File: src/rtl/core/tlbl_pkg.sv
// shared types and codes of the translation buffer
package tlbl_pkg;

  typedef enum logic [1:0] {
    KIND_LOOKUP = 2'd0,
    KIND_FILL   = 2'd1,
    KIND_INVAL  = 2'd2,
    KIND_FLUSH  = 2'd3
  } kind_e;

  localparam int unsigned PID_W     = 16;
  localparam int unsigned PAGE_W    = 12;
  localparam int unsigned FRAME_W   = 12;
  localparam int unsigned STAMP_W   = 32;
  localparam int unsigned SLOT_W    = 4;
  localparam int unsigned CFG_W     = 5;
  localparam logic [CFG_W-1:0] CFG_RESET = 5'd16;

  typedef struct packed {
    kind_e               kind;
    logic [PID_W-1:0]    process_id;
    logic [PAGE_W-1:0]   page_number;
    logic [FRAME_W-1:0]  frame_number;
  } in_word_t;

  typedef struct packed {
    logic                hit;
    logic [FRAME_W-1:0]  frame_out;
    logic [SLOT_W-1:0]   slot_used;
  } out_word_t;

  // one entry of the buffer as held in memory
  typedef struct packed {
    logic [PID_W-1:0]    pid;
    logic [PAGE_W-1:0]   page;
    logic [FRAME_W-1:0]  frame;
    logic [STAMP_W-1:0]  stamp;
  } entry_t;

endpackage

File: src/rtl/core/tlb_lru_translation_core.sv
// translation buffer with lru replacement: control, scan sequencer and valid bits
//
//  channel  | signals                               | direction
//  ---------+---------------------------------------+----------
//  request  | in_valid_i, in_stall_o, in_word_i      | in
//  result   | out_valid_o, out_stall_i, out_word_o   | out
//  config   | cfg_we_i, cfg_wdata_i                  | in
//
// one word at a time; entries are read one per cycle through the single read
// port of the entry memory. with n active entries: a lookup scans up to n, a
// fill takes a free entry directly or scans all n for a victim, an invalidate
// scans all ENTRIES and a flush clears every valid bit. reset clears the valid
// bits at once, so no clearing pass is needed. a new word is taken while a
// result waits; the last step waits for the output register to be free.
module tlb_lru_translation_core
  import tlbl_pkg::*;
#(
  parameter int unsigned ENTRIES = 16
) (
  input  logic             clk_i,
  input  logic             rst_ni,
  input  logic             in_valid_i,
  output logic             in_stall_o,
  input  in_word_t         in_word_i,
  output logic             out_valid_o,
  input  logic             out_stall_i,
  output out_word_t        out_word_o,
  input  logic             cfg_we_i,
  input  logic [CFG_W-1:0] cfg_wdata_i
);

  localparam int unsigned IDX_W = (ENTRIES > 1) ? $clog2(ENTRIES) : 1;
  localparam int unsigned CNT_W = $clog2(ENTRIES + 1);

  localparam logic [1:0] ST_IDLE   = 2'd0;
  localparam logic [1:0] ST_SCAN   = 2'd1;
  localparam logic [1:0] ST_FINISH = 2'd2;

  // control state
  logic [1:0]         state_q, state_d;
  logic [ENTRIES-1:0] valid_q, valid_d;
  logic [STAMP_W-1:0] counter_q, counter_d;
  logic [CFG_W-1:0]   cfg_q;
  logic               out_valid_q, out_valid_d;
  logic               issue_q, issue_d;
  logic               chk_q, chk_d;
  logic               wr_q, wr_d;
  logic               hit_q, hit_d;

  // payload
  in_word_t           req_q, req_d;
  logic [IDX_W-1:0]   addr_q, addr_d;
  logic [IDX_W-1:0]   idx_q, idx_d;
  logic [IDX_W-1:0]   last_q, last_d;
  logic [IDX_W-1:0]   vic_q, vic_d;
  logic [IDX_W-1:0]   slot_q, slot_d;
  logic [STAMP_W-1:0] best_q, best_d;
  entry_t             ent_q, ent_d;
  out_word_t          out_q, out_d;

  logic [CNT_W-1:0]   n_cnt;
  logic               free_found;
  logic [IDX_W-1:0]   free_idx;
  logic [STAMP_W-1:0] counter_inc;
  logic               out_free;
  logic               scan_hit;
  logic               scan_end;
  logic               older;

  logic               ram_we;
  logic               ram_re;
  entry_t             ram_wdata;
  entry_t             ram_rdata;

  tlbl_entry_ram #(
    .DEPTH (ENTRIES)
  ) u_ram (
    .clk_i   (clk_i),
    .we_i    (ram_we),
    .waddr_i (slot_q),
    .wdata_i (ram_wdata),
    .re_i    (ram_re),
    .raddr_i (addr_q),
    .rdata_o (ram_rdata)
  );

  // active entry count, capped at the buffer size
  always_comb begin
    if (int'(cfg_q) > int'(ENTRIES)) begin
      n_cnt = CNT_W'(ENTRIES);
    end else begin
      n_cnt = CNT_W'(cfg_q);
    end
  end

  // lowest free active entry
  always_comb begin
    free_found = 1'b0;
    free_idx   = '0;
    for (int i = ENTRIES - 1; i >= 0; i--) begin
      if (i < int'(n_cnt) && !valid_q[i]) begin
        free_found = 1'b1;
        free_idx   = IDX_W'(i);
      end
    end
  end

  assign counter_inc = (counter_q == '1) ? counter_q : counter_q + STAMP_W'(1);
  assign out_free    = !out_valid_q || !out_stall_i;
  assign scan_hit    = chk_q && valid_q[idx_q] && ram_rdata.pid == req_q.process_id
                       && ram_rdata.page == req_q.page_number;
  assign scan_end    = chk_q && idx_q == last_q;
  assign older       = ram_rdata.stamp < best_q;

  assign ram_re = (state_q == ST_SCAN) && issue_q;

  always_comb begin
    if (req_q.kind == KIND_LOOKUP) begin
      ram_wdata       = ent_q;
      ram_wdata.stamp = counter_inc;
    end else begin
      ram_wdata.pid   = req_q.process_id;
      ram_wdata.page  = req_q.page_number;
      ram_wdata.frame = req_q.frame_number;
      ram_wdata.stamp = counter_q;
    end
  end

  always_comb begin
    state_d     = state_q;
    valid_d     = valid_q;
    counter_d   = counter_q;
    out_valid_d = out_valid_q;
    issue_d     = issue_q;
    chk_d       = chk_q;
    wr_d        = wr_q;
    hit_d       = hit_q;
    req_d       = req_q;
    addr_d      = addr_q;
    idx_d       = idx_q;
    last_d      = last_q;
    vic_d       = vic_q;
    slot_d      = slot_q;
    best_d      = best_q;
    ent_d       = ent_q;
    out_d       = out_q;
    ram_we      = 1'b0;

    if (out_valid_q && !out_stall_i) begin
      out_valid_d = 1'b0;
    end

    unique case (state_q)
      ST_IDLE: begin
        if (in_valid_i) begin
          req_d   = in_word_i;
          addr_d  = '0;
          issue_d = 1'b1;
          chk_d   = 1'b0;
          best_d  = counter_q;
          vic_d   = '0;
          wr_d    = 1'b0;
          hit_d   = 1'b0;
          slot_d  = '0;
          if (in_word_i.kind == KIND_INVAL) begin
            last_d = IDX_W'(ENTRIES - 1);
          end else begin
            last_d = IDX_W'(n_cnt - CNT_W'(1));
          end
          unique case (in_word_i.kind)
            KIND_LOOKUP: begin
              state_d = (n_cnt == '0) ? ST_FINISH : ST_SCAN;
            end
            KIND_FILL: begin
              if (n_cnt == '0) begin
                state_d = ST_FINISH;
              end else if (free_found) begin
                slot_d  = free_idx;
                wr_d    = 1'b1;
                state_d = ST_FINISH;
              end else begin
                state_d = ST_SCAN;
              end
            end
            KIND_INVAL: begin
              state_d = ST_SCAN;
            end
            KIND_FLUSH: begin
              valid_d = '0;
              state_d = ST_FINISH;
            end
          endcase
        end
      end

      ST_SCAN: begin
        // issue one read a cycle, check the entry read the cycle before
        if (issue_q) begin
          chk_d = 1'b1;
          idx_d = addr_q;
          if (addr_q == last_q) begin
            issue_d = 1'b0;
          end else begin
            addr_d = addr_q + IDX_W'(1);
          end
        end else begin
          chk_d = 1'b0;
        end
        if (chk_q) begin
          case (req_q.kind)
            KIND_LOOKUP: begin
              if (scan_hit) begin
                hit_d   = 1'b1;
                wr_d    = 1'b1;
                slot_d  = idx_q;
                ent_d   = ram_rdata;
                issue_d = 1'b0;
                chk_d   = 1'b0;
                state_d = ST_FINISH;
              end else if (scan_end) begin
                chk_d   = 1'b0;
                state_d = ST_FINISH;
              end
            end
            KIND_FILL: begin
              if (older) begin
                best_d = ram_rdata.stamp;
                vic_d  = idx_q;
              end
              if (scan_end) begin
                slot_d  = older ? idx_q : vic_q;
                wr_d    = 1'b1;
                chk_d   = 1'b0;
                state_d = ST_FINISH;
              end
            end
            KIND_INVAL: begin
              if (valid_q[idx_q] && ram_rdata.pid == req_q.process_id) begin
                valid_d[idx_q] = 1'b0;
              end
              if (scan_end) begin
                chk_d   = 1'b0;
                state_d = ST_FINISH;
              end
            end
            default: begin
              issue_d = 1'b0;
              chk_d   = 1'b0;
              state_d = ST_FINISH;
            end
          endcase
        end
      end

      ST_FINISH: begin
        if (out_free) begin
          ram_we          = wr_q;
          out_valid_d     = 1'b1;
          out_d.hit       = hit_q;
          out_d.frame_out = hit_q ? ent_q.frame : '0;
          out_d.slot_used = wr_q ? SLOT_W'(slot_q) : '0;
          if (wr_q) begin
            counter_d = counter_inc;
            if (req_q.kind == KIND_FILL) begin
              valid_d[slot_q] = req_q.process_id != '0;
            end
          end
          state_d = ST_IDLE;
        end
      end

      default: begin
        state_d = ST_IDLE;
      end
    endcase
  end

  always_ff @(posedge clk_i or negedge rst_ni) begin
    if (!rst_ni) begin
      state_q     <= ST_IDLE;
      valid_q     <= '0;
      counter_q   <= '0;
      cfg_q       <= CFG_RESET;
      out_valid_q <= 1'b0;
      issue_q     <= 1'b0;
      chk_q       <= 1'b0;
      wr_q        <= 1'b0;
      hit_q       <= 1'b0;
    end else begin
      state_q     <= state_d;
      valid_q     <= valid_d;
      counter_q   <= counter_d;
      out_valid_q <= out_valid_d;
      issue_q     <= issue_d;
      chk_q       <= chk_d;
      wr_q        <= wr_d;
      hit_q       <= hit_d;
      if (cfg_we_i) begin
        cfg_q <= cfg_wdata_i;
      end
    end
  end

  always_ff @(posedge clk_i) begin
    req_q  <= req_d;
    addr_q <= addr_d;
    idx_q  <= idx_d;
    last_q <= last_d;
    vic_q  <= vic_d;
    slot_q <= slot_d;
    best_q <= best_d;
    ent_q  <= ent_d;
    out_q  <= out_d;
  end

  assign in_stall_o  = state_q != ST_IDLE;
  assign out_valid_o = out_valid_q;
  assign out_word_o  = out_q;

endmodule

File: src/rtl/core/tlbl_entry_ram.sv
// entry memory: one write port, one read port with registered read data
module tlbl_entry_ram
  import tlbl_pkg::*;
#(
  parameter int unsigned DEPTH = 16
) (
  input  logic                                      clk_i,
  input  logic                                      we_i,
  input  logic [(DEPTH > 1 ? $clog2(DEPTH) : 1)-1:0] waddr_i,
  input  entry_t                                    wdata_i,
  input  logic                                      re_i,
  input  logic [(DEPTH > 1 ? $clog2(DEPTH) : 1)-1:0] raddr_i,
  output entry_t                                    rdata_o
);

  entry_t mem [DEPTH];
  entry_t rdata_q;

  always_ff @(posedge clk_i) begin
    if (we_i) begin
      mem[waddr_i] <= wdata_i;
    end
    if (re_i) begin
      rdata_q <= mem[raddr_i];
    end
  end

  assign rdata_o = rdata_q;

endmodule
File: config.mk
export PLATFORM = sky130hd
export DESIGN_NAME = tlb_lru_translation_core
export DESIGN_NICKNAME = d
export VERILOG_FILES = /design/src/rtl/core/tlbl_pkg.sv /design/src/rtl/core/tlb_lru_translation_core.sv /design/src/rtl/core/tlbl_entry_ram.sv
export SDC_FILE = /design/constraint.sdc
export NUM_CORES = 2
export LEC_CHECK = 0
export CORE_ASPECT_RATIO = 1.1
export CORE_MARGIN = 8
export CORE_UTILIZATION = 60
export DETAILED_ROUTE_END_ITERATION = 16
export DONT_BUFFER_PORTS = 1
export PLACE_DENSITY = 0.81
export SETUP_SLACK_MARGIN = 0.02
export SYNTH_ARGS = -nofsm -noshare
export SYNTH_HDL_FRONTEND = slang
export SYNTH_SLANG_ARGS = --single-unit
File: constraint.sdc
create_clock -name clk_i -period 7.03 [get_ports clk_i]
set_input_delay 1.406 -clock clk_i [delete_from_list [all_inputs] [get_ports clk_i]]
set_output_delay 1.406 -clock clk_i [all_outputs]
set_load 0.02 [all_outputs]
==> reports/results.ini <==
[floorplan]
core_area_um2=93900
row_count=118
start_util=0.604
die_w_um=309
die_area_um2=105000
num_io_pins=71
die_h_um=338

[worst_hold_path]
hp-class=in -> async

[clock_tree]
clock_latency_ns=0.76
hold_buffers=0
cts_sinks=1435
postCtsSetupBuffers=0
cts_htree_levels=4
cts_tree=built
cts.repair.resized=0
cts_root_buf=clkbuf_16
clk_pin_slew_worst_paths_ns=0.06
cts_made_buffers=136
cts_buffer_depth=3

[placed_design]
io_buffers=0
hpwl_um=72000
place_ws_ns=2.65
routabilityCongestion=0.851
place_area_um2=58400
dp_cells=3862

[timing]
fmax_mhz=268
slew-limit-headroom=-0.0215
min_period_ns=3.73
period_share=0.531
rsz0062_at_grt=no
tightest_slew_ns=1.53
setup_viol=0
final_max_slew_viol_count=17
setup_slack_ns=3.30
skew_ns=0.0375
tns_ns=0
final_hold_viol_count=0

[critical_path]
worst_path_max_delay_cell=xor2_1
startpoint_type=register
critPathArrivalTime_ns=4.07
worstSetupEndpointType=register
critPathMaxFanout=16
required_ns=7.36
slowest_delay_ns=1.10
worstSetupPathType=reg -> reg
crit_path_cell_trace=nand4_1 -> or3_1 -> nor3_4 -> nand4_4 -> nor2_1 -> xor2_1

[synthesis]
async_flop_share=0.0418
yosys_most_used_dff=edfxtp_1
synth_top_area_share=0.728
yosysMostFrequentCell=edfxtp_1
synth_edf_count=1375
syn-cell-area_um2=56700
ys_types=66
yosys-top-cells-area=edfxtp_1 73%, mux4_2 14%, dfrtp_1 2.6%
syn-num-nets=2768
netlist_instances=2675
synth_top_cell_by_area=edfxtp_1
ys_seq_elements=1435
yosysSeqAreaShare=0.755
syn_area_per_cell_um2=21.2
yosys-top-cells-count=1375 x edfxtp_1, 362 x mux4_2, 88 x nor2_1
yosysWarnings=0

[grt]
grt_first_pass_wirelength_um=207000
grt-ovfl-total=0
grt_busiest_layer=met2
antenna_found_initial=6
grt_max_degree=123
met1_usage=0.368
met3_usage=0.0509
track_usage=0.273
grt_pass1_vias=29400
use_met2=0.448

[layout]
syn_to_final_growth_pct=10.9
nNetsFinal=2834
final_layout_size_suffix_gt1_frac=0.258
seq_area_um2=42800
final_area_um2=62900
final_cell_count_no_fill=4115
utilization=0.670
multiInputGateArea_um2=13400
fillerInstances=5375

[route]
avgViaCountPerCell=6.98
routed_wl_um=142000
wl_per_cell_um=34.6
drc_errors=0
ant_nets=0
dr.pass1.iters=6
initialDrtViolationCount=3971
vias=28700

[power_and_ir_drop]
power.leakage_nw=20.8
irDropWorstVdd_mv=0.263
p_per_area_nw_per_um2=369

[outcome]
status=finished with violations
violations=capacitance limit, slew limit

[run]
maxCapViolCount=1

power by group:
group          switching (mW)  internal (mW)  leakage [nW]
clock network            3.28           4.23          2.18
registers               0.394           10.3          14.0
logic                    2.89           2.12          4.64
total                    6.56           16.7          20.8
cell usage in the layout (no fill, tap or decap), types with 13 or more instances in the layout:
cell,n
a21oi_1,29
and2_1,22
buf_4,52
bufinv_16,15
clkbuf_1,28
clkbuf_16,138
clkinv_1,28
clkinv_2,19
dfrtp_1,59
edfxtp_1,1375
ha_1,39
inv_1,47
mux2_2,75
mux4_2,362
nand2_1,76
nand3_1,31
nand4_1,20
nor2_1,71
nor2_4,17
nor2b_1,28
nor3_1,13
o21ai_0,47
xnor2_1,59
xor2_1,38
flip-flops by register name (all words and copies together), names as in the netlist, 16 cells and up:
signal and flops:
u_ram.mem 1152, u_ram.rdata_o 72, req_q 42, ent_q 40, best_q 32, counter_q 32
out_word_o 17, valid_q 16
per-stage QoR:
step | total power [mW] | hold WS [ns]
global placement | 15.5 | 0.409
CTS | 23.3 | 0.308
finish | 23.2 | 0.358
global route | 23.9 | 0.327
detailed placement | 15.7 | 0.405
floorplan | 14.3 | 0.400
layer usage:
layer	wire length [µm]	share of wire
met1	51300	0.36
met2	71600	0.50
met3	14100	0.099
met4	5220	0.037
met5	0	0
kinds of logic after synthesis:
kind of cell / share of synthesized area
buf+inv: 0.0128
xor+xnor: 0.0156
simple gates: 0.0300
fa+ha+maj: 0.00905
mux: 0.161
compound gates: 0.0171
flops: 0.755
critical path: cells and delay by family, from the launching register on:
kind / cells / cell delay, ns
simple gates: 5 / 1.71
xor+xnor: 1 / 1.10
flops: 1 / 0.49
area by class of cell:
cell class / instances / area share
Inverter: 47 / 0.00280
Multi-Input combinational cell: 1064 / 0.213
Sequential cell: 1435 / 0.680
Clock inverter: 80 / 0.0143
Clock buffer: 169 / 0.0572
Timing Repair Buffer: 57 / 0.00780
Antenna cell: 3 / 0.000119
Tap cell: 1260 / 0.0251
final timing paths:
path / startpoint / to / slack (ns) / cells past startpoint
hold reg to reg: u_ram.rdata_o[33] / ent_q[33] / 0.43 / 0
hold / removal: rst_ni / valid_q[5] / 0.36 / 0
max in group asynchronous: rst_ni / cfg_q[4] / 6.49 / 0
setup / recovery: counter_q[6] / u_ram.mem[13][29] / 3.30 / 6
setup reg to reg: counter_q[6] / u_ram.mem[13][29] / 3.30 / 6
min in group clk_i: u_ram.rdata_o[33] / ent_q[33] / 0.43 / 0
(Power assumes the default switching activity.)
